===== src/xted_pkg.sv =====
`timescale 1ns / 1ps
// shared types, constants and entity tables for the xml text entity decoder
package xted_pkg;

	localparam int HOLD_DEPTH_DEF = 6;

	// named references, without the leading ampersand
	localparam int ENT_COUNT = 6;
	localparam int NAME_MAX = 5;
	localparam logic [7:0] ENT_NAME [ENT_COUNT][NAME_MAX] = '{
		'{8'h6C, 8'h74, 8'h3B, 8'h00, 8'h00},	// lt;
		'{8'h67, 8'h74, 8'h3B, 8'h00, 8'h00},	// gt;
		'{8'h61, 8'h6D, 8'h70, 8'h3B, 8'h00},	// amp;
		'{8'h61, 8'h70, 8'h6F, 8'h73, 8'h3B},	// apos;
		'{8'h71, 8'h75, 8'h6F, 8'h74, 8'h3B},	// quot;
		'{8'h6E, 8'h62, 8'h73, 8'h70, 8'h3B}	// nbsp;
	};
	localparam int ENT_LEN [ENT_COUNT] = '{3, 3, 4, 5, 5, 5};
	localparam logic [7:0] ENT_CHAR [ENT_COUNT] = '{
		8'h3C, 8'h3E, 8'h26, 8'h27, 8'h22, 8'h20
	};

	localparam logic [7:0] CH_AMP  = 8'h26;
	localparam logic [7:0] CH_HASH = 8'h23;
	localparam logic [7:0] CH_LT   = 8'h3C;
	localparam logic [7:0] CH_X    = 8'h78;
	localparam logic [7:0] CH_0    = 8'h30;
	localparam logic [7:0] CH_9    = 8'h39;
	localparam logic [7:0] CH_LO_A = 8'h61;
	localparam logic [7:0] CH_LO_F = 8'h66;
	localparam logic [7:0] CH_UP_A = 8'h41;
	localparam logic [7:0] CH_UP_F = 8'h46;

	localparam int CP_W = 17;
	localparam logic [CP_W-1:0] CP_SAT     = 17'h10000;
	localparam logic [CP_W-1:0] CP_2B_MIN  = 17'h00080;
	localparam logic [CP_W-1:0] CP_3B_MIN  = 17'h00800;
	localparam logic [7:0]      UTF_LEAD2  = 8'hC0;
	localparam logic [7:0]      UTF_LEAD3  = 8'hE0;
	localparam logic [7:0]      UTF_CONT   = 8'h80;

	localparam int CFG_ADDR_W = 3;
	localparam logic REG_IDX_STOP = 1'b0;
	localparam logic STOP_RESET = 1'b1;

	typedef enum logic [1:0] {PH_PLAIN, PH_NAMED, PH_HASH, PH_NUM} phase_t;
	typedef enum logic [1:0] {CPC_1, CPC_2, CPC_3, CPC_NONE} cp_class_t;
	typedef enum logic [1:0] {CP_KEEP, CP_ZERO, CP_DIGIT, CP_ACC} cp_op_t;

	typedef enum logic [3:0] {
		OS_AMP, OS_HASH, OS_HELD, OS_U2, OS_U1, OS_U0, OS_BYTE, OS_END, OS_ENT
	} out_sel_t;

	typedef enum logic [3:0] {
		ST_IDLE, ST_AMP, ST_HASHC, ST_HELD, ST_U2, ST_U1, ST_U0, ST_BYTE, ST_END, ST_ENT
	} state_t;

	typedef struct packed {
		logic      sel_in;
		logic      accept;
		logic      phase_we;
		phase_t    phase_nx;
		logic      held_push;
		logic      held_clr;
		logic      rep_clr;
		logic      rep_inc;
		cp_op_t    cp_op;
		logic      hex_we;
		logic      hex_nx;
		logic      out_load;
		out_sel_t  out_sel;
		logic      out_last;
	} dp_cmd_t;

	typedef struct packed {
		phase_t    phase;
		logic      eot;
		logic      is_amp;
		logic      is_hash;
		logic      is_x;
		logic      dec_dig;
		logic      num_dig;
		logic      name_full;
		logic      name_prefix;
		logic      held_zero;
		logic      rep_last;
		logic      out_free;
		cp_class_t cp_cls;
	} dp_status_t;

endpackage


===== src/xted_dp.sv =====
`timescale 1ns / 1ps
// datapath: reference state, name matcher, code point accumulator, output register
module xted_dp #(
	parameter int HOLD_DEPTH = xted_pkg::HOLD_DEPTH_DEF
) (
	input  logic                clk,
	input  logic                arst_n,
	input  xted_pkg::dp_cmd_t   cmd,
	output xted_pkg::dp_status_t st,
	input  logic [7:0]          in_byte,
	input  logic                end_of_text,
	input  logic                stop_on_lt,
	output logic                out_valid,
	input  logic                out_stall,
	output logic [7:0]          out_byte,
	output logic                run_end,
	output logic                last
);
	import xted_pkg::*;

	localparam int IDX_W = $clog2(HOLD_DEPTH);
	localparam int CNT_W = $clog2(HOLD_DEPTH + 1);
	localparam int ACC_W = CP_W + 4;

	phase_t            phase_q;
	logic [7:0]        held_q [HOLD_DEPTH];
	logic [CNT_W-1:0]  held_cnt_q;
	logic [IDX_W-1:0]  rep_q;
	logic [CP_W-1:0]   cp_q;
	logic              hex_q;
	logic [7:0]        byte_q;
	logic              eot_q;
	logic [7:0]        ent_q;
	logic              out_valid_q;
	logic [7:0]        out_byte_q;
	logic              run_end_q;
	logic              last_q;

	logic [7:0]        cur_byte;
	logic              cur_eot;
	logic              is_dec;
	logic              is_hex_alpha;
	logic [3:0]        dig_val;
	logic              name_full;
	logic              name_prefix;
	logic [7:0]        ent_char;
	logic [ACC_W-1:0]  acc_w;
	logic [CP_W-1:0]   cp_next;
	cp_class_t         cp_cls;
	logic [7:0]        nx_byte;
	logic              nx_end;
	logic              out_free;

	assign cur_byte = cmd.sel_in ? in_byte : byte_q;
	assign cur_eot  = cmd.sel_in ? end_of_text : eot_q;

	assign is_dec       = (cur_byte >= CH_0) && (cur_byte <= CH_9);
	assign is_hex_alpha = ((cur_byte >= CH_LO_A) && (cur_byte <= CH_LO_F)) ||
		((cur_byte >= CH_UP_A) && (cur_byte <= CH_UP_F));
	// letters a-f and A-F both have low nibble 1..6
	assign dig_val = is_dec ? cur_byte[3:0] : cur_byte[3:0] + 4'd9;

	// candidate = held bytes followed by the current byte
	always_comb begin
		logic hit;
		name_full   = 1'b0;
		name_prefix = 1'b0;
		ent_char    = 8'h00;
		hit         = 1'b0;
		for (int k = 0; k < ENT_COUNT; k++) begin
			hit = (int'(held_cnt_q) + 1 <= ENT_LEN[k]);
			for (int j = 0; j < NAME_MAX; j++) begin
				if (CNT_W'(j) < held_cnt_q)
					hit = hit && (held_q[j] == ENT_NAME[k][j]);
				else if (CNT_W'(j) == held_cnt_q)
					hit = hit && (cur_byte == ENT_NAME[k][j]);
			end
			if (hit) begin
				if (int'(held_cnt_q) + 1 == ENT_LEN[k]) begin
					name_full = 1'b1;
					ent_char  = ENT_CHAR[k];
				end else begin
					name_prefix = 1'b1;
				end
			end
		end
	end

	// saturating accumulate, times 16 or times 10
	always_comb begin
		if (hex_q)
			acc_w = {cp_q, 4'b0000};
		else
			acc_w = ({4'b0000, cp_q} << 3) + ({4'b0000, cp_q} << 1);
		acc_w = acc_w + {{(ACC_W-4){1'b0}}, dig_val};
		if (acc_w >= {4'b0000, CP_SAT})
			cp_next = CP_SAT;
		else
			cp_next = acc_w[CP_W-1:0];
	end

	always_comb begin
		if (cp_q < CP_2B_MIN)
			cp_cls = CPC_1;
		else if (cp_q < CP_3B_MIN)
			cp_cls = CPC_2;
		else if (cp_q < CP_SAT)
			cp_cls = CPC_3;
		else
			cp_cls = CPC_NONE;
	end

	always_comb begin
		nx_byte = 8'h00;
		nx_end  = 1'b0;
		case (cmd.out_sel)
			OS_AMP:  nx_byte = CH_AMP;
			OS_HASH: nx_byte = CH_HASH;
			OS_HELD: nx_byte = held_q[rep_q];
			OS_U2:   nx_byte = UTF_LEAD3 + {4'b0000, cp_q[15:12]};
			OS_U1: begin
				if (cp_cls == CPC_2)
					nx_byte = UTF_LEAD2 + {3'b000, cp_q[10:6]};
				else
					nx_byte = UTF_CONT + {2'b00, cp_q[11:6]};
			end
			OS_U0: begin
				if (cp_cls == CPC_1)
					nx_byte = cp_q[7:0];
				else
					nx_byte = UTF_CONT + {2'b00, cp_q[5:0]};
			end
			OS_BYTE: begin
				if (stop_on_lt && (byte_q == CH_LT))
					nx_end = 1'b1;
				else
					nx_byte = byte_q;
			end
			OS_END:  nx_end = 1'b1;
			OS_ENT:  nx_byte = ent_q;
			default: nx_byte = 8'h00;
		endcase
	end

	assign out_free = !out_valid_q || !out_stall;

	always_comb begin
		st.phase       = phase_q;
		st.eot         = cur_eot;
		st.is_amp      = (cur_byte == CH_AMP);
		st.is_hash     = (cur_byte == CH_HASH);
		st.is_x        = (cur_byte == CH_X);
		st.dec_dig     = is_dec;
		st.num_dig     = is_dec || (hex_q && is_hex_alpha);
		st.name_full   = name_full;
		st.name_prefix = name_prefix;
		st.held_zero   = (held_cnt_q == '0);
		st.rep_last    = (CNT_W'(rep_q) + CNT_W'(1) == held_cnt_q);
		st.out_free    = out_free;
		st.cp_cls      = cp_cls;
	end

	always_ff @(posedge clk or negedge arst_n) begin
		if (!arst_n) begin
			phase_q     <= PH_PLAIN;
			held_cnt_q  <= '0;
			rep_q       <= '0;
			cp_q        <= '0;
			hex_q       <= 1'b0;
			eot_q       <= 1'b0;
			out_valid_q <= 1'b0;
		end else begin
			if (cmd.accept)
				eot_q <= end_of_text;
			if (cmd.phase_we)
				phase_q <= cmd.phase_nx;
			if (cmd.held_clr)
				held_cnt_q <= '0;
			else if (cmd.held_push)
				held_cnt_q <= held_cnt_q + CNT_W'(1);
			if (cmd.rep_clr)
				rep_q <= '0;
			else if (cmd.rep_inc)
				rep_q <= rep_q + IDX_W'(1);
			case (cmd.cp_op)
				CP_KEEP:  cp_q <= cp_q;
				CP_ZERO:  cp_q <= '0;
				CP_DIGIT: cp_q <= {{(CP_W-4){1'b0}}, dig_val};
				CP_ACC:   cp_q <= cp_next;
				default:  cp_q <= cp_q;
			endcase
			if (cmd.hex_we)
				hex_q <= cmd.hex_nx;
			if (cmd.out_load)
				out_valid_q <= 1'b1;
			else if (!out_stall)
				out_valid_q <= 1'b0;
		end
	end

	always_ff @(posedge clk) begin
		if (cmd.accept) begin
			byte_q <= in_byte;
			ent_q  <= ent_char;
		end
		if (cmd.held_push)
			held_q[held_cnt_q[IDX_W-1:0]] <= cur_byte;
		if (cmd.out_load) begin
			out_byte_q <= nx_byte;
			run_end_q  <= nx_end;
			last_q     <= cmd.out_last;
		end
	end

	assign out_valid = out_valid_q;
	assign out_byte  = out_byte_q;
	assign run_end   = run_end_q;
	assign last      = last_q;

`ifndef SYNTHESIS
	// a held name never grows past the longest proper prefix
	a_held_bound: assert property (@(posedge clk) disable iff (!arst_n)
		int'(held_cnt_q) < NAME_MAX)
		else $error("held byte count out of range");

	a_cp_sat: assert property (@(posedge clk) disable iff (!arst_n)
		cp_q <= CP_SAT)
		else $error("code point above saturation value");

	a_no_overwrite: assert property (@(posedge clk) disable iff (!arst_n)
		cmd.out_load |-> (!out_valid_q || !out_stall))
		else $error("output register overwritten while stalled");

	a_replay_named: assert property (@(posedge clk) disable iff (!arst_n)
		(cmd.out_load && cmd.out_sel == OS_HELD) |->
		(phase_q == PH_NAMED && CNT_W'(rep_q) < held_cnt_q))
		else $error("held byte replay outside a pending name");
`endif

endmodule


===== src/xted_ctrl.sv =====
`timescale 1ns / 1ps
// controller: per-byte decision and result sequencing for the decoder
module xted_ctrl (
	input  logic                 clk,
	input  logic                 arst_n,
	input  logic                 in_valid,
	output logic                 in_stall,
	output xted_pkg::dp_cmd_t    cmd,
	input  xted_pkg::dp_status_t st
);
	import xted_pkg::*;

	state_t state_q;
	state_t state_nx;
	logic   tail;

	always_ff @(posedge clk or negedge arst_n) begin
		if (!arst_n)
			state_q <= ST_IDLE;
		else
			state_q <= state_nx;
	end

	assign in_stall = (state_q != ST_IDLE);

	always_comb begin
		cmd          = '0;
		cmd.phase_nx = PH_PLAIN;
		cmd.cp_op    = CP_KEEP;
		cmd.out_sel  = OS_BYTE;
		cmd.sel_in   = (state_q == ST_IDLE);
		state_nx     = state_q;
		tail         = 1'b0;

		case (state_q)
			ST_IDLE: begin
				if (in_valid) begin
					cmd.accept  = 1'b1;
					cmd.rep_clr = 1'b1;
					if (st.eot) begin
						case (st.phase)
							PH_PLAIN: state_nx = ST_END;
							PH_NAMED: state_nx = ST_AMP;
							PH_HASH:  state_nx = ST_AMP;
							PH_NUM: begin
								case (st.cp_cls)
									CPC_1:   state_nx = ST_U0;
									CPC_2:   state_nx = ST_U1;
									CPC_3:   state_nx = ST_U2;
									default: state_nx = ST_END;
								endcase
							end
							default: state_nx = ST_END;
						endcase
					end else begin
						case (st.phase)
							PH_PLAIN: begin
								if (st.is_amp) begin
									cmd.phase_we = 1'b1;
									cmd.phase_nx = PH_NAMED;
									cmd.held_clr = 1'b1;
								end else begin
									state_nx = ST_BYTE;
								end
							end
							PH_NAMED: begin
								if (st.held_zero && st.is_hash) begin
									cmd.phase_we = 1'b1;
									cmd.phase_nx = PH_HASH;
								end else if (st.name_full) begin
									state_nx = ST_ENT;
								end else if (st.name_prefix) begin
									cmd.held_push = 1'b1;
								end else begin
									state_nx = ST_AMP;
								end
							end
							PH_HASH: begin
								if (st.is_x) begin
									cmd.phase_we = 1'b1;
									cmd.phase_nx = PH_NUM;
									cmd.hex_we   = 1'b1;
									cmd.hex_nx   = 1'b1;
									cmd.cp_op    = CP_ZERO;
								end else if (st.dec_dig) begin
									cmd.phase_we = 1'b1;
									cmd.phase_nx = PH_NUM;
									cmd.hex_we   = 1'b1;
									cmd.hex_nx   = 1'b0;
									cmd.cp_op    = CP_DIGIT;
								end else begin
									state_nx = ST_AMP;
								end
							end
							PH_NUM: begin
								if (st.num_dig) begin
									cmd.cp_op = CP_ACC;
								end else begin
									// terminator is swallowed
									case (st.cp_cls)
										CPC_1: state_nx = ST_U0;
										CPC_2: state_nx = ST_U1;
										CPC_3: state_nx = ST_U2;
										default: begin
											cmd.phase_we = 1'b1;
											cmd.phase_nx = PH_PLAIN;
										end
									endcase
								end
							end
							default: state_nx = ST_IDLE;
						endcase
					end
				end
			end
			ST_AMP: begin
				if (st.out_free) begin
					cmd.out_load = 1'b1;
					cmd.out_sel  = OS_AMP;
					if (st.phase == PH_HASH)
						state_nx = ST_HASHC;
					else if (!st.held_zero)
						state_nx = ST_HELD;
					else
						tail = 1'b1;
				end
			end
			ST_HASHC: begin
				if (st.out_free) begin
					cmd.out_load = 1'b1;
					cmd.out_sel  = OS_HASH;
					tail         = 1'b1;
				end
			end
			ST_HELD: begin
				if (st.out_free) begin
					cmd.out_load = 1'b1;
					cmd.out_sel  = OS_HELD;
					cmd.rep_inc  = 1'b1;
					if (st.rep_last)
						tail = 1'b1;
				end
			end
			ST_U2: begin
				if (st.out_free) begin
					cmd.out_load = 1'b1;
					cmd.out_sel  = OS_U2;
					state_nx     = ST_U1;
				end
			end
			ST_U1: begin
				if (st.out_free) begin
					cmd.out_load = 1'b1;
					cmd.out_sel  = OS_U1;
					state_nx     = ST_U0;
				end
			end
			ST_U0: begin
				if (st.out_free) begin
					cmd.out_load = 1'b1;
					cmd.out_sel  = OS_U0;
					if (st.eot) begin
						state_nx = ST_END;
					end else begin
						cmd.phase_we = 1'b1;
						cmd.phase_nx = PH_PLAIN;
						cmd.out_last = 1'b1;
						state_nx     = ST_IDLE;
					end
				end
			end
			ST_BYTE: begin
				if (st.out_free) begin
					cmd.out_load = 1'b1;
					cmd.out_sel  = OS_BYTE;
					cmd.out_last = 1'b1;
					state_nx     = ST_IDLE;
				end
			end
			ST_END, ST_ENT: begin
				if (st.out_free) begin
					cmd.out_load = 1'b1;
					cmd.out_sel  = (state_q == ST_END) ? OS_END : OS_ENT;
					cmd.out_last = 1'b1;
					cmd.phase_we = 1'b1;
					cmd.phase_nx = PH_PLAIN;
					cmd.held_clr = 1'b1;
					state_nx     = ST_IDLE;
				end
			end
			default: state_nx = ST_IDLE;
		endcase

		// after a flushed reference: treat the latched byte as plain text
		if (tail) begin
			if (st.eot) begin
				state_nx = ST_END;
			end else if (st.is_amp) begin
				cmd.phase_we = 1'b1;
				cmd.phase_nx = PH_NAMED;
				cmd.held_clr = 1'b1;
				cmd.out_last = 1'b1;
				state_nx     = ST_IDLE;
			end else begin
				cmd.phase_we = 1'b1;
				cmd.phase_nx = PH_PLAIN;
				cmd.held_clr = 1'b1;
				state_nx     = ST_BYTE;
			end
		end
	end

endmodule


===== src/xml_text_entity_decoder_unit.sv =====
`timescale 1ns / 1ps
// top level: xml text entity decoder with utf-8 output and apb register port
//
// Decodes XML text one byte per input transfer into output bytes: named
// references (lt, gt, amp, apos, quot, nbsp) become one byte, numeric
// references (&#x hex or &# decimal) below 0x10000 become 1 to 3 UTF-8
// bytes, and a run_end result marks a literal '<' (when stop_on_less_than
// is set, its reset value) or end of text. A byte that only advances a
// pending reference yields no result. The most results come from a failed
// four-letter name replayed with its breaking byte or a flushed name at
// end of text. The sequencer loads the single output register with one
// result per cycle while the output is not stalled, and further input
// waits. Register stop_on_less_than sits at byte address 0; the user must
// write it only while the block is idle, as the block does not enforce it.
module xml_text_entity_decoder_unit #(
	parameter int HOLD_DEPTH = xted_pkg::HOLD_DEPTH_DEF
) (
	input  logic                            clk,
	input  logic                            arst_n,
	input  logic                            in_valid,
	output logic                            in_stall,
	input  logic [7:0]                      in_byte,
	input  logic                            end_of_text,
	output logic                            out_valid,
	input  logic                            out_stall,
	output logic [7:0]                      out_byte,
	output logic                            run_end,
	output logic                            last,
	input  logic                            psel,
	input  logic                            penable,
	input  logic                            pwrite,
	input  logic [xted_pkg::CFG_ADDR_W-1:0] paddr,
	input  logic [31:0]                     pwdata,
	output logic [31:0]                     prdata,
	output logic                            pready
);
	import xted_pkg::*;

	dp_cmd_t    cmd;
	dp_status_t st;
	logic       stop_q;

	assign pready = 1'b1;

	always_ff @(posedge clk or negedge arst_n) begin
		if (!arst_n)
			stop_q <= STOP_RESET;
		else if (psel && penable && pwrite && (paddr[2] == REG_IDX_STOP))
			stop_q <= pwdata[0];
	end

	assign prdata = (paddr[2] == REG_IDX_STOP) ? {31'b0, stop_q} : 32'b0;

	xted_ctrl u_ctrl (
		.clk      (clk),
		.arst_n   (arst_n),
		.in_valid (in_valid),
		.in_stall (in_stall),
		.cmd      (cmd),
		.st       (st)
	);

	xted_dp #(
		.HOLD_DEPTH (HOLD_DEPTH)
	) u_dp (
		.clk         (clk),
		.arst_n      (arst_n),
		.cmd         (cmd),
		.st          (st),
		.in_byte     (in_byte),
		.end_of_text (end_of_text),
		.stop_on_lt  (stop_q),
		.out_valid   (out_valid),
		.out_stall   (out_stall),
		.out_byte    (out_byte),
		.run_end     (run_end),
		.last        (last)
	);

endmodule

===== config.mk =====
export PLATFORM = sky130hd
export DESIGN_NAME = xml_text_entity_decoder_unit
export DESIGN_NICKNAME = d
export VERILOG_FILES = /design/src/xted_pkg.sv /design/src/xted_dp.sv /design/src/xted_ctrl.sv /design/src/xml_text_entity_decoder_unit.sv
export SDC_FILE = /design/constraint.sdc
export NUM_CORES = 1
export LEC_CHECK = 0
export BUFFER_PORTS_ARGS = -buffer_cell sky130_fd_sc_hd__buf_2
export CAP_MARGIN = 20
export CELL_PAD_IN_SITES_DETAIL_PLACEMENT = 1
export CELL_PAD_IN_SITES_GLOBAL_PLACEMENT = 2
export CORE_ASPECT_RATIO = 1.4
export CORE_UTILIZATION = 41
export DETAILED_ROUTE_END_ITERATION = 16
export HOLD_SLACK_MARGIN = 0.05
export PLACE_DENSITY_LB_ADDON = 0.1
export SLEW_MARGIN = 25
export SYNTH_ARGS = -nofsm -noshare
export SYNTH_HDL_FRONTEND = slang
export SYNTH_SLANG_ARGS = --single-unit
export TNS_END_PERCENT = 20

===== constraint.sdc =====
create_clock -name clk -period 14.1 [get_ports clk]
set_clock_uncertainty 0.15 [all_clocks]
set_input_delay 2.82 -clock clk [delete_from_list [all_inputs] [get_ports clk]]
set_output_delay 2.82 -clock clk [all_outputs]
set_load 0.01 [all_outputs]

[After elaboration in Yosys (flattened, before gate mapping)]
Memory sizes are Yosys's and may differ from the RTL's.
Index checks and enable logic that the tools add are counted.
Word-level totals
  memory bits (read-only): 0
  bits in latches: 0
  logic and storage cells: 425
  output and inout port bits: 45
  register bits: 59
  memory bits (writable): 48
  memories: 1
Cells by class
  $add $sub $neg: 10
  shifts and indexed selects: 0
  $mul: 0
  magnitude comparators: 18
  multiplexer cells: 204
  bitwise gates (word level): 1
  divide/modulo/power cells: 0
  reductions and logical operators: 92
  equal/unequal tests: 85
Memory list
  u_dp.held_q: words 6, bits a word 8, rd ports 6, clocked after Yosys merged registers in 0, write ports 1, line xted_dp.sv:26  | logic [7:0] held_q [HOLD_DEPTH];
Operators with widths (number)
  $eq 8x7->1 const B: 29
  $mux 8: 15
  $mux 1: 115
  $mux 4: 26
  $logic_and 1x1->1: 69
  $eq 32x4->1 const B: 2
  $le 32x4->1 const B: 2
  $pmux 8 s8: 1
  $eq 8x6->1 const B: 7
  $pmux 17 s3: 1
  $mux 3: 16
  $pmux 5 s8: 1
  $pmux 4 s3: 3
  $eq 32x3->1 const B: 1
  $eq 4x3->1 const B: 8
  $le 32x3->1 const B: 1
  $mux 5: 6
  $pmux 4 s7: 1
  $ne 5x5->1 const B: 5
  $logic_not 8->1: 3
  $mux 6: 4
  $add 20x18->21: 1
  $add 21x4->21: 1
  $ge 21x17->1 const B: 1
  52 further kinds: 91

[Longest topological paths before layout]
Gate-level depths: netlist of run 1.
  depth in word-level cells: 39
  gate-level depth with buffers: 24

[Hierarchy]
From an unflattened synthesis of run 1, not the netlist that was laid out.
Second synthesis, totals
  cell total of the unflattened synthesis: 935
  area total of the unflattened synthesis: 9049.9 µm²
Modules (own cells, without submodules)
  xted_dp: sequential area each 3313.2 µm², cells an instance 758, instances 1, area an instance 7719.9 µm²
  xted_ctrl: sequential area each 100.1 µm², cells an instance 139, instances 1, area an instance 1027.2 µm²
  xml_text_entity_decoder_unit: sequential area each 26.3 µm², cells an instance 38, instances 1, area an instance 302.8 µm²

[Worst setup path before layout of run 1]
OpenSTA, ideal clock, no wires.
  path kind: in2reg
  from: input in_byte[0]
  to: register u_dp.cp_q[0]
  path slack: 6.705 ns
  stages on the path: 18
  buffers on the path: 1
  arrival time: 7.142 ns
  library setup time: 0.103 ns
  cells stage by stage: mux2i_1 > inv_1 > ha_1 > o21ai_0 > a22o_1 > clkbuf_1 > nand2_1 > xnor2_1 > ha_1 > a21o_1 > a21oi_1 > nor3_1 > nand3_1 > nor4b_1 > mux2_2 > or4_1 > o21a_1 > o41ai_2
Between the ends
  longest elaborated chain between the ends: 13
  elaborated cells between the ends (all ways): 31
  those cells by class: add/sub (2); order compare (7); eq/ne (4); mux (11); reduce/logical (7)
Ends and longest elaborated chain
  start, declared: line xml_text_entity_decoder_unit.sv:22  | input logic [7:0] in_byte,
  $mux 8 *: line xted_dp.sv:54  | assign cur_byte = cmd.sel_in ? in_byte : byte_q;
  via u_dp.cur_byte[0]: line xted_dp.sv:39  | logic [7:0] cur_byte;
  parallel branches: the longest is 12 deep, another holds $add 21x4->21
  end signal, assigned: line xted_dp.sv:186  | CP_KEEP: cp_q <= cp_q;
  end signal, assigned: line xted_dp.sv:188  | CP_DIGIT: cp_q <= {{(CP_W-4){1'b0}}, dig_val};
  end signal, assigned: line xted_dp.sv:189  | CP_ACC: cp_q <= cp_next;
  end, declared: line xted_dp.sv:29  | logic [CP_W-1:0] cp_q;
Mark *: on every way through the listed nets, which the timed path passes.
A chain may end at the register's enable or synchronous reset.

[Worst setup path in the final report of run 1]
Same ends and word-level chain as after synthesis.

==> summary.json, run 1 <==
{
  "pwr": {
    "seq_power_share_pct": 36.8,
    "ir_worst_vdd_mv": 0.0986,
    "p_leak_uw": 0.00377,
    "p_comb_share_pct": 32.3,
    "p_int_uw": 868,
    "pwr_density_nw_per_um2": 140,
    "clock_group_share_of_total_power_pct": 30.9,
    "switching_power_uw": 526,
    "sw_frac_of_total_pct": 37.7
  },
  "route": {
    "post_drt_via_cell_ratio": 6.15,
    "avgRoutedWirePerCell_um": 24.9,
    "detailedRoute.firstIterationViolations": 492,
    "drc": 0,
    "via_count": 7778,
    "routed_wl_mm": 31.6,
    "detail_route.first_pass.iterations": 5,
    "drtAntennaViolNets": 0
  },
  "cts": {
    "max-clock-path-buffers": 2,
    "hold_buffers": 0,
    "source_to_sink_clock_delay_at_the_later_pin_of_the_worst_skew_pair_ns": 0.44,
    "post_cts.resized_instances": 0,
    "postCtsSetupRepairBufs": 0,
    "cts.clk_slew.worst_paths_ns": 0.06,
    "cts.root.buffer_cell": "sky130_fd_sc_hd__clkbuf_16",
    "clock_sink_count": 120,
    "ctsHtreeMaxLevel": 4,
    "tritoncts_buffer_count": 17,
    "tritoncts": "done"
  },
  "timing": {
    "setup_repair_after_global_routing_missed_its_margin": "false",
    "worst-slew-pin-transition_ns": 0.979,
    "timing.final.crit_period_ns": 8.46,
    "fin_tns_setup_ns": 0,
    "timing.fmax_ghz": 0.118,
    "slew_viol_final": 0,
    "setup-violations-final": 0,
    "fin_crit_sh_pct": 60.0,
    "hold_viol": 0,
    "slew_headroom_pct": 34.7
  },
  "global_routing": {
    "grt_start_max_net_pins": 39,
    "grt_antenna_before_repair": 0,
    "grt-ovfl-total": 0,
    "globalRouteTotalUtil_pct": 29.3,
    "grt_first_pass_wirelength_mm": 48.8,
    "grt_pass1_vias": 8187
  },
  "setup_path": {
    "critical_path_class": "in2reg",
    "cpPeakStageDelay_ns": 0.59,
    "end_kind": "flip-flop",
    "worst_path_dominant_cell_family": "simple AND/OR/NAND/NOR gates",
    "worst-path-buf-inv": 2,
    "cp_slowest_cell": "sky130_fd_sc_hd__mux2i_1",
    "arrival_ns": 8.64,
    "timing.critical_path.mode_cell": "sky130_fd_sc_hd__ha_1",
    "critical_path_required_ns": 14.28,
    "timing.critical_path.cells": "buf_2, mux2i_1, inv_1, ha_1, o21ai_0, a22o_1, o31ai_1, xnor2_1, ha_1, a21oi_1, nor3_1, nand3_1, nor4b_1, mux2_2, or4_1, o21a_1, o41ai_2",
    "crit_path_max_fanout": 11,
    "worst_setup_path_start_kind": "input pin"
  },
  "place": {
    "place.gp.congestion": 1.03,
    "dpl.hpwl_mm": 24.1,
    "placement.io_buffers": 30
  },
  "finish": {
    "mostFrequentLayoutCells": "sky130_fd_sc_hd__edfxtp_1 (87), sky130_fd_sc_hd__nand2_1 (84), sky130_fd_sc_hd__nor2_1 (69)",
    "layout-drive-gt1-share_pct": 11.8,
    "ff_latch_area_um2": 3440,
    "finish.net_count": 1051,
    "fill_cells": 2443,
    "utilization_pct": 46.5,
    "insertedDiodeCount": 0,
    "flow.area_growth_from_synthesis_pct": 9.90,
    "multiInputGateArea_um2": 5160,
    "layout_commonest_cell": "sky130_fd_sc_hd__edfxtp_1"
  },
  "floorplanning": {
    "pin_count": 96,
    "die_x_um": 127,
    "die-height_um": 178,
    "floorplan.rows": 63,
    "start_util_pct": 42.3,
    "placeableCoreArea_um2": 21400,
    "fp.dieArea_um2": 22600
  },
  "yosys": {
    "syn-cell-area_um2": 9030,
    "postSynth.topFlopCell": "sky130_fd_sc_hd__edfxtp_1",
    "yosys.area_share.simple_pct": 19.8,
    "synth_compound_area_share_pct": 20.0,
    "synth_mux_area_share_pct": 7.30,
    "number_of_enable_flip_flop_cells_after_synthesis": 87,
    "synth_top_family_by_area": "compound AO/OA/AOI/OAI gates",
    "async_flop_share_pct": 27.5,
    "post_synth_fa_ha_maj_area_fraction_pct": 5.82,
    "synth_area_per_cell_um2": 9.62,
    "synthCells": 939,
    "ys.warnings.count": 0,
    "yosys.area_share.xor_xnor_pct": 2.52,
    "seq_total_area_yosys_pct": 38.1,
    "synth-seq-cells": 120,
    "synth.distinct_cells": 92
  },
  "worst_hold_path": {
    "holdCritPathClass": "reg2reg"
  },
  "run_status": {
    "outcome": "finished, final reports clean"
  },
  "flow_run": {
    "timing.max_cap.violations": 0
  }
}
## Yosys cell counts (all sizes together) (5+ instances only)
cell	instances	share of area [%]
a32o	14	1.6
a221oi	6	0.84
buf	42	3.3
clkbuf	34	1.4
and2	12	0.86
a21oi	51	2.8
o22ai	9	0.62
a22oi	7	0.58
ha	38	5.3
o41ai	5	0.57
and4	5	0.51
nand3b	6	0.50
or3	5	0.35
o31ai	9	0.75
or4	5	0.50
mux2i	22	2.4
a211oi	8	0.72
mux4	16	4.0
a32oi	7	0.68
mux2	7	0.87
nand4	13	0.90
o21a	5	0.42
a2111oi	9	0.94
edfxtp	87	29
nor2b	14	0.97
a22o	7	0.68
nor3b	8	0.66
nor2	69	2.9
nor3	26	1.4
nand2	84	3.5
and3	9	0.62
nor4b	7	0.75
nand3	19	1.1
nand2b	12	0.83
nor4	12	1.1
inv	40	1.7
xor2	12	1.2
dfrtp	32	8.9
o21ai	59	3.3
nor4bb	6	0.66
xnor2	14	1.4
a21o	10	0.83
a31oi	11	0.76
nand4b	8	0.78
o211ai	8	0.66
## cell type report
class | count | area share (%)
multi-input combinational | 740 | 52.0
sequential | 120 | 34.6
clock buffer | 18 | 4.32
tap | 292 | 3.68
timing repair buffer | 40 | 2.27
inverter | 41 | 1.55
clock inverter | 14 | 1.53
## cell families (layout without fill, tap and decap cells)
| logic type | after synthesis | in the layout |
|---|---|---|
| and+or+nand+nor | 330 | 330 |
| buffers and inverters | 117 | 113 |
| xor gates and xnor gates | 26 | 26 |
| other | 2 | 40 |
| adders and majority gates | 41 | 41 |
| AOI/OAI and AO/OA | 258 | 258 |
| DFF | 120 | 120 |
| muxes | 45 | 45 |
## state kept, by name, indices dropped and copies added, names as in the netlist
name             flops
stop_q               1
u_ctrl.state_q       4
u_dp.byte_q          8
u_dp.cp_q           17
u_dp.ent_q           5
u_dp.eot_q           1
u_dp.held_cnt_q      3
u_dp.held_q         64
u_dp.hex_q           1
u_dp.last            1
u_dp.out_byte        8
u_dp.out_valid       1
u_dp.phase_q         2
u_dp.rep_q           3
u_dp.run_end         1
## final timing paths
kind	slack, ns	from	to	cells after the start
setup reg to reg	6.57	u_ctrl.state_q[0]	u_dp.cp_q[0]	18
hold / removal	0.37	u_dp.eot_q	u_dp.eot_q	2
setup / recovery	5.64	in_byte[0]	u_dp.cp_q[0]	17
min in group asynchronous	2.33	arst_n	u_ctrl.state_q[1]	1
max in group asynchronous	10.93	arst_n	u_dp.eot_q	1
hold reg to reg	0.37	u_dp.eot_q	u_dp.eot_q	2
## worst min-delay path: cells and delay by family (launching register included)
kind,cells,cell delay (ns)
DFF,1,0.37
and+or+nand+nor,2,0.12
## routing by layer
metal,wire (µm),GRT usage (%)
met3,825,3.44
met5,0,0
met4,1000,11.5
met1,11700,30.9
met2,18000,57.9
## power groups by stage
stage	logic, µW	clock network, µW	registers, µW
6_report	450	431	513
5_1_grt	487	447	518
4_1_cts	452	436	513
3_5_place_dp	447	0	519
3_3_place_gp	437	0	517
2_1_floorplan	336	0	476
## metrics by stage
stage               worst slack, ns  power, µW  cells  area, µm²  hold WS, ns
floorplan                      6.70        812    977       9180        0.319
global placement               5.47        954   1233       9340        0.343
detailed placement             5.28        966   1233       9340        0.364
CTS                            5.64       1400   1265       9920        0.378
global route                   5.21       1450   1265       9930        0.414
finish                         5.64       1390   1265       9930        0.374
No activity file was read; power rests on OpenSTA's default activity.
==> inputs of run 2 (changes only) <==
--- a/config.mk
+++ b/config.mk
@@ -5,12 +5,13 @@
 export SDC_FILE = /design/constraint.sdc
 export NUM_CORES = 1
 export LEC_CHECK = 0
+export ABC_AREA = 1
 export BUFFER_PORTS_ARGS = -buffer_cell sky130_fd_sc_hd__buf_2
 export CAP_MARGIN = 20
 export CELL_PAD_IN_SITES_DETAIL_PLACEMENT = 1
 export CELL_PAD_IN_SITES_GLOBAL_PLACEMENT = 2
 export CORE_ASPECT_RATIO = 1.4
-export CORE_UTILIZATION = 41
+export CORE_UTILIZATION = 35
 export DETAILED_ROUTE_END_ITERATION = 16
 export HOLD_SLACK_MARGIN = 0.05
 export PLACE_DENSITY_LB_ADDON = 0.1
==> constraint.sdc (replaced) <==
create_clock -name clk -period 7.9 [get_ports clk]
set_clock_uncertainty 0.15 [all_clocks]
set_input_delay 1.58 -clock clk [delete_from_list [all_inputs] [get_ports clk]]
set_output_delay 1.58 -clock clk [all_outputs]
set_load 0.01 [all_outputs]
==> run 2 against run 1 <==
Compared with the run above:
- via count rose by 16%
- clock power is 87% higher
- final area increased by 6.9%
- clock-buffer cell count down 1
- synthesized cell count up 42%
- global-route usage is 2.9 points lower
- sequential share of layout area fell by 2.2 points
- non-clock buffer count is 4 lower
- cell count up 38%
- power rose by 130%
- hold slack better by 0.0049 ns
- highest routed layer unchanged
==> summary.json, run 2 <==
{
  "setup_path": {
    "end_kind": "flip-flop",
    "arrival_ns": 6.19,
    "regToRegStartpoint": "u_ctrl.state_q[1]",
    "critical_path_required_ns": 8.12,
    "crit_path_max_fanout": 16,
    "critical_path_class": "reg2reg",
    "regToRegSetupSlack_ns": 1.93,
    "r2r.worst_path.cells": 26,
    "cp-startpoint": "u_ctrl.state_q[1]",
    "worst_setup_path_start_kind": "flip-flop",
    "timing.rr.end": "u_dp.cp_q[0]",
    "critical_path.endpoint": "u_dp.cp_q[0]"
  },
  "global_routing": {
    "grt-ovfl-total": 0,
    "grt_antenna_before_repair": 0,
    "grt_start_max_net_pins": 34,
    "grt_first_pass_wirelength_mm": 54.3,
    "globalRouteTotalUtil_pct": 26.4,
    "grt_pass1_vias": 9558
  },
  "route": {
    "via_count": 9022,
    "drc": 0,
    "detail_route.first_pass.iterations": 6,
    "routed_wl_mm": 35.2,
    "drtAntennaViolNets": 0,
    "post_drt_via_cell_ratio": 5.16,
    "avgRoutedWirePerCell_um": 20.1,
    "detailedRoute.firstIterationViolations": 313
  },
  "timing": {
    "timing.fmax_ghz": 0.168,
    "slew_viol_final": 0,
    "setup_repair_after_global_routing_missed_its_margin": "false",
    "setup-violations-final": 0,
    "fin_crit_sh_pct": 75.6,
    "fin_tns_setup_ns": 0,
    "slew_headroom_pct": 29.1,
    "fin_worst_hold_slack_ns": 0.379,
    "fin_ws_ns": 1.93,
    "worst-slew-pin-transition_ns": 1.06,
    "hold_viol": 0,
    "timing.final.crit_period_ns": 5.97
  },
  "pwr": {
    "switching_power_uw": 1440,
    "p_int_uw": 1710,
    "p_leak_uw": 0.00497,
    "sw_frac_of_total_pct": 45.7,
    "clock_group_share_of_total_power_pct": 25.5,
    "p_comb_share_pct": 45.2,
    "pwr_density_nw_per_um2": 296,
    "seq_power_share_pct": 29.2,
    "ir_worst_vdd_mv": 0.178
  },
  "finish": {
    "mostFrequentLayoutCells": "sky130_fd_sc_hd__nand2_1 (342), sky130_fd_sc_hd__inv_1 (181), sky130_fd_sc_hd__nor2_1 (147)",
    "utilization_pct": 39.4,
    "flow.area_growth_from_synthesis_pct": 10.7,
    "finalNonFillerCells": 1750,
    "insertedDiodeCount": 0,
    "layout_commonest_cell": "sky130_fd_sc_hd__nand2_1",
    "finish.net_count": 1463,
    "largest_register_ffs": 64,
    "fill_cells": 3437,
    "layout-drive-gt1-share_pct": 10.3
  },
  "worst_hold_path": {
    "holdCritPathClass": "reg2reg",
    "hold_start": "stop_q"
  },
  "yosys": {
    "async_flop_share_pct": 27.5,
    "synthCells": 1336,
    "postSynth.topFlopCell": "sky130_fd_sc_hd__edfxtp_1",
    "syn-cell-area_um2": 9590,
    "synth_top_cell_by_area": "sky130_fd_sc_hd__edfxtp_1",
    "synth_most_common_cell": "sky130_fd_sc_hd__nand2_1",
    "seq_total_area_yosys_pct": 35.9,
    "synth.distinct_cells": 66,
    "synth_top_cells_by_count": "sky130_fd_sc_hd__nand2_1 (342), sky130_fd_sc_hd__inv_1 (181), sky130_fd_sc_hd__nor2_1 (148)",
    "number_of_enable_flip_flop_cells_after_synthesis": 87,
    "synth-seq-cells": 120,
    "synthDominantCellAreaShare_pct": 27.2,
    "synth_area_per_cell_um2": 7.18,
    "ys.warnings.count": 0,
    "yosys-top-cells-area": "sky130_fd_sc_hd__edfxtp_1 (27%), sky130_fd_sc_hd__nand2_1 (13%), sky130_fd_sc_hd__dfrtp_1 (8.4%)"
  },
  "floorplanning": {
    "pin_count": 96,
    "placeableCoreArea_um2": 26900,
    "fp.dieArea_um2": 28100,
    "die-height_um": 198,
    "start_util_pct": 35.6,
    "floorplan.rows": 71,
    "die_x_um": 142
  },
  "place": {
    "place_inst": 1718,
    "dpl.hpwl_mm": 28.2,
    "placement.setup.worst_slack_ns": 1.55,
    "place.gp.congestion": 0.930,
    "placement.io_buffers": 30
  },
  "cts": {
    "post_cts.resized_instances": 0,
    "tritoncts_buffer_count": 17,
    "ctsHtreeMaxLevel": 4,
    "hold_buffers": 0,
    "max-clock-path-buffers": 2,
    "postCtsSetupRepairBufs": 0,
    "cts.root.buffer_cell": "sky130_fd_sc_hd__clkbuf_16",
    "cts.clk_slew.worst_paths_ns": 0.06,
    "tritoncts": "done",
    "source_to_sink_clock_delay_at_the_later_pin_of_the_worst_skew_pair_ns": 0.44,
    "clock_sink_count": 120
  },
  "flow_run": {
    "timing.max_cap.violations": 0
  },
  "run_status": {
    "outcome": "finished, final reports clean"
  }
}
-- run 2: worst min path at each step --
stage / end / slack, ns / cells past startpoint
2_1_floorplan: stop_q / 0.32 / 2
3_3_place_gp: u_dp.eot_q / 0.36 / 2
3_5_place_dp: stop_q / 0.38 / 2
4_1_cts: stop_q / 0.39 / 2
5_1_grt: stop_q / 0.42 / 2
6_report: stop_q / 0.38 / 2
-- run 2: per-stage QoR --
step,power [µW],cell area (µm²)
floorplan,1890,9730
global placement,2350,10000
detailed placement,2360,10000
CTS,3180,10600
global route,3350,10600
finish,3150,10600
-- run 2: worst max-delay path, stage by stage (launching register included) --
cell and delay [ns]:
sky130_fd_sc_hd__dfrtp_1 0.48, sky130_fd_sc_hd__nor2_4 0.38, sky130_fd_sc_hd__nand2_2 0.26, sky130_fd_sc_hd__inv_1 0.26, sky130_fd_sc_hd__nand2_1 0.10, sky130_fd_sc_hd__nand2_2 0.31
sky130_fd_sc_hd__inv_1 0.16, sky130_fd_sc_hd__ha_1 0.25, sky130_fd_sc_hd__o311ai_2 0.50, sky130_fd_sc_hd__nand2_1 0.10, sky130_fd_sc_hd__o21ai_0 0.19, sky130_fd_sc_hd__ha_1 0.30
sky130_fd_sc_hd__inv_1 0.07, sky130_fd_sc_hd__fa_1 0.40, sky130_fd_sc_hd__o21ai_0 0.31, sky130_fd_sc_hd__nand2_1 0.12, sky130_fd_sc_hd__nor2_1 0.22, sky130_fd_sc_hd__nand2_1 0.14
sky130_fd_sc_hd__nor2_2 0.19, sky130_fd_sc_hd__nand4_1 0.11, sky130_fd_sc_hd__nand2_1 0.10, sky130_fd_sc_hd__nand2_1 0.09, sky130_fd_sc_hd__nor2_4 0.38, sky130_fd_sc_hd__nand2_1 0.14
sky130_fd_sc_hd__nand2_1 0.08, sky130_fd_sc_hd__nand2_1 0.05, sky130_fd_sc_hd__nand2_1 0.05
-- run 2: cells by family (layout without fill, tap and decap cells) --
family | Yosys count | count (layout) | share of synthesized area (%)
AO/OA/AOI/OAI | 179 | 179 | 11.2
XOR/XNOR | 15 | 15 | 1.37
adder cells (fa/ha/maj) | 40 | 40 | 5.38
buffers and inverters | 252 | 263 | 11.5
flip-flops | 120 | 120 | 35.9
other | 2 | 40 | 0.0783
AND/OR/NAND/NOR | 728 | 728 | 34.6
-- run 2: layer usage --
layer	track usage (%)	part of all wire, %	wire length (µm)
met1	25.8	36	12700
met2	52.2	56	19700
met3	2.85	2.0	693
met4	16.1	6.0	2100
met5	0	0	0
-- run 2: final cells by class --
cell class	count	area [µm²]	share of cell area (%)
well taps	365	457	4.30
clock inverters	15	164	1.54
flip-flops and latches	120	3440	32.4
clock buffers	17	425	4.01
repair buffers	36	195	1.84
inverters	195	733	6.91
multi-input cells	1002	5200	49.0
-- run 2: power groups by stage --
stage	Sequential [µW]	Clock (µW)	Combinational, µW
after floorplan	916	0	979
after global placement	932	0	1410
after detailed placement	932	0	1430
after CTS	920	818	1440
after global routing	929	836	1590
final	919	804	1420
==> inputs of run 3 (changes only) <==
--- a/config.mk
+++ b/config.mk
@@ -5,13 +5,13 @@
 export SDC_FILE = /design/constraint.sdc
 export NUM_CORES = 1
 export LEC_CHECK = 0
-export ABC_AREA = 1
+export ABC_AREA = 0
 export BUFFER_PORTS_ARGS = -buffer_cell sky130_fd_sc_hd__buf_2
 export CAP_MARGIN = 20
 export CELL_PAD_IN_SITES_DETAIL_PLACEMENT = 1
 export CELL_PAD_IN_SITES_GLOBAL_PLACEMENT = 2
 export CORE_ASPECT_RATIO = 1.4
-export CORE_UTILIZATION = 35
+export CORE_UTILIZATION = 38
 export DETAILED_ROUTE_END_ITERATION = 16
 export HOLD_SLACK_MARGIN = 0.05
 export PLACE_DENSITY_LB_ADDON = 0.1
==> constraint.sdc (replaced) <==
create_clock -name clk -period 5.6 [get_ports clk]
set_clock_uncertainty 0.15 [all_clocks]
set_input_delay 1.12 -clock clk [delete_from_list [all_inputs] [get_ports clk]]
set_output_delay 1.12 -clock clk [all_outputs]
set_load 0.01 [all_outputs]
==> run 3 against run 2 <==
Compared with the run above:
- first-iteration DRC count is 44% higher
- critical path depth shrank 6
- combinational power fell by 8%
- critical path type unchanged
- largest cell class unchanged
- largest power group unchanged
- highest routed layer unchanged
==> summary.json, run 3 (synthesized netlist as in run 1, its figures left out) <==
{
  "setup_path": {
    "critical_path_class": "reg2reg",
    "crit_path_max_fanout": 5,
    "r2r.worst_path.cells": 20,
    "timing.critical_path.mode_cell": "sky130_fd_sc_hd__ha_1",
    "cpPeakStageDelay_ns": 0.57,
    "end_kind": "flip-flop",
    "arrival_ns": 5.42,
    "timing.critical_path.cells": "nor4_4, buf_4, mux2i_4, inv_1, ha_1, o21ai_0, a22o_1, o31ai_1, xnor2_1, ha_1, nor2b_1, o21bai_1, nor2_1, o211a_1, o211ai_1, nand2_1, mux2_2, or4_1, o21a_2, o41ai_2",
    "worst-path-buf-inv": 2,
    "critical_path_required_ns": 5.78,
    "cp_slowest_cell": "sky130_fd_sc_hd__or4_1",
    "path_depth": 20,
    "worst_setup_path_start_kind": "flip-flop",
    "worst_path_dominant_cell_family": "compound AO/OA/AOI/OAI gates"
  },
  "route": {
    "detailedRoute.firstIterationViolations": 451,
    "via_count": 7788,
    "routed_wl_mm": 31.3,
    "drtAntennaViolNets": 0,
    "drc": 0,
    "avgRoutedWirePerCell_um": 23.8,
    "post_drt_via_cell_ratio": 5.92,
    "detail_route.first_pass.iterations": 5
  },
  "timing": {
    "setup-violations-final": 0,
    "timing.final.crit_period_ns": 5.24,
    "fin_tns_setup_ns": 0,
    "worst-slew-pin-transition_ns": 0.938,
    "fin_crit_sh_pct": 93.6,
    "slew_viol_final": 0,
    "slew_headroom_pct": 35.8,
    "timing.fmax_ghz": 0.191,
    "hold_viol": 0,
    "setup_repair_after_global_routing_missed_its_margin": "false"
  },
  "cts": {
    "cts.root.buffer_cell": "sky130_fd_sc_hd__clkbuf_16",
    "tritoncts": "done",
    "max-clock-path-buffers": 2,
    "cts.clk_slew.worst_paths_ns": 0.06,
    "tritoncts_buffer_count": 17,
    "source_to_sink_clock_delay_at_the_later_pin_of_the_worst_skew_pair_ns": 0.43,
    "ctsHtreeMaxLevel": 4,
    "clock_sink_count": 120
  },
  "pwr": {
    "p_int_uw": 2260,
    "ir_worst_vdd_mv": 0.352,
    "p_leak_uw": 0.00395,
    "clock_group_share_of_total_power_pct": 30.3,
    "sw_frac_of_total_pct": 37.4,
    "seq_power_share_pct": 33.3,
    "switching_power_uw": 1350,
    "p_comb_share_pct": 36.4,
    "pwr_density_nw_per_um2": 352
  },
  "floorplanning": {
    "die-height_um": 184,
    "pin_count": 96,
    "fp.dieArea_um2": 24400,
    "placeableCoreArea_um2": 23300,
    "floorplan.rows": 66,
    "die_x_um": 132,
    "start_util_pct": 38.8
  },
  "global_routing": {
    "grt_antenna_before_repair": 0,
    "grt_first_pass_wirelength_mm": 48.5,
    "globalRouteTotalUtil_pct": 26.6,
    "grt_start_max_net_pins": 39,
    "grt_pass1_vias": 8225,
    "grt-ovfl-total": 0
  },
  "finish": {
    "largest_register_ffs": 64,
    "finish.net_count": 1087,
    "flow.area_growth_from_synthesis_pct": 13.6,
    "layout_commonest_cell": "sky130_fd_sc_hd__edfxtp_1",
    "utilization_pct": 44.1,
    "layout-drive-gt1-share_pct": 15.9,
    "mostFrequentLayoutCells": "sky130_fd_sc_hd__edfxtp_1 (87), sky130_fd_sc_hd__nand2_1 (84), sky130_fd_sc_hd__nor2_1 (69)",
    "insertedDiodeCount": 0
  },
  "flow_run": {
    "timing.max_cap.violations": 0
  },
  "worst_hold_path": {
    "worstHoldPathCells": 2,
    "holdCritPathClass": "reg2reg"
  },
  "place": {
    "placement.io_buffers": 30,
    "dpl.hpwl_mm": 24.4,
    "place.gp.congestion": 0.910
  },
  "run_status": {
    "outcome": "finished, final reports clean"
  }
}
## run 3: cell count changes in the layout (fill, tap and decap cells not counted), moves of 14 or more
cell	delta
sky130_fd_sc_hd__buf_4	+40
sky130_fd_sc_hd__nand3_1	-77
sky130_fd_sc_hd__nand4_1	-35
sky130_fd_sc_hd__mux2i_1	+20
sky130_fd_sc_hd__nand2_1	-258
sky130_fd_sc_hd__nor2b_1	+14
sky130_fd_sc_hd__nor2_1	-78
sky130_fd_sc_hd__inv_1	-144
sky130_fd_sc_hd__nand2_2	-16
sky130_fd_sc_hd__mux4_2	+16
## run 3: per-stage QoR
| step | instance area (µm²) | power [µW] | setup slack, ns | hold slack (ns) | std cells |
|---|---|---|---|---|---|
| floorplan | 9180 | 2050 | 0.0402 | 0.319 | 977 |
| global placement | 9630 | 2500 | 0.104 | 0.342 | 1283 |
| detailed placement | 9640 | 2530 | 0.0319 | 0.359 | 1283 |
| CTS | 10200 | 3630 | 0.246 | 0.373 | 1315 |
| global route | 10300 | 3770 | 0.00517 | 0.414 | 1315 |
| finish | 10300 | 3610 | 0.358 | 0.370 | 1315 |
## run 3: area by class of cell
type	instances	area, µm²
Fill cell	2708	13000
Tap cell	306	383
Timing Repair Buffer	76	495
Multi-Input combinational cell	740	5200
Clock buffer	19	433
Inverter	41	158
Clock inverter	13	148
Sequential cell	120	3440
## run 3: power groups by stage
stage                     registers, µW  logic [µW]  clock network, µW
final                              1200        1310               1090
after global routing               1210        1420               1140
after CTS                          1200        1310               1110
after detailed placement           1220        1310                  0
after global placement             1220        1280                  0
after floorplan                    1200         847                  0
## run 3: final timing paths
check | from | to | slack [ns]
max | u_ctrl.state_q[1] | u_dp.cp_q[0] | 0.36
min | u_dp.eot_q | u_dp.eot_q | 0.37
max reg2reg | u_ctrl.state_q[1] | u_dp.cp_q[0] | 0.36
min reg2reg | u_dp.eot_q | u_dp.eot_q | 0.37
max in group asynchronous | arst_n | u_dp.cp_q[5] | 4.07
min in group asynchronous | arst_n | u_ctrl.state_q[1] | 0.64
## run 3: worst reg2reg max path, stage by stage, from the launching register on
cell,delay (ns)
sky130_fd_sc_hd__dfrtp_1,0.41
sky130_fd_sc_hd__nor4_4,0.30
sky130_fd_sc_hd__buf_4,0.22
sky130_fd_sc_hd__mux2i_4,0.29
sky130_fd_sc_hd__inv_1,0.10
sky130_fd_sc_hd__ha_1,0.22
sky130_fd_sc_hd__o21ai_0,0.17
sky130_fd_sc_hd__a22o_1,0.26
sky130_fd_sc_hd__o31ai_1,0.15
sky130_fd_sc_hd__xnor2_1,0.25
sky130_fd_sc_hd__ha_1,0.31
sky130_fd_sc_hd__nor2b_1,0.15
sky130_fd_sc_hd__o21bai_1,0.19
sky130_fd_sc_hd__nor2_1,0.11
sky130_fd_sc_hd__o211a_1,0.20
sky130_fd_sc_hd__o211ai_1,0.23
sky130_fd_sc_hd__nand2_1,0.08
sky130_fd_sc_hd__mux2_2,0.27
sky130_fd_sc_hd__or4_1,0.57
sky130_fd_sc_hd__o21a_2,0.23
sky130_fd_sc_hd__o41ai_2,0.28
## run 3: repair_timing
action / CTS / global route
endpoints found under the setup margin: 0 / 16
hold buffers: 0 / 0
gates resized for setup: 0 / 7
setup buffers: 0 / 0
## run 3: per-layer routing
metal	vias to the layer above	wire length, µm	GRT usage (%)
met5	-	0	0
met4	0	1100	11.7
met3	52	670	3.25
met2	165	17500	51.7
met1	3925	12000	28.7
li1	3646	-	-
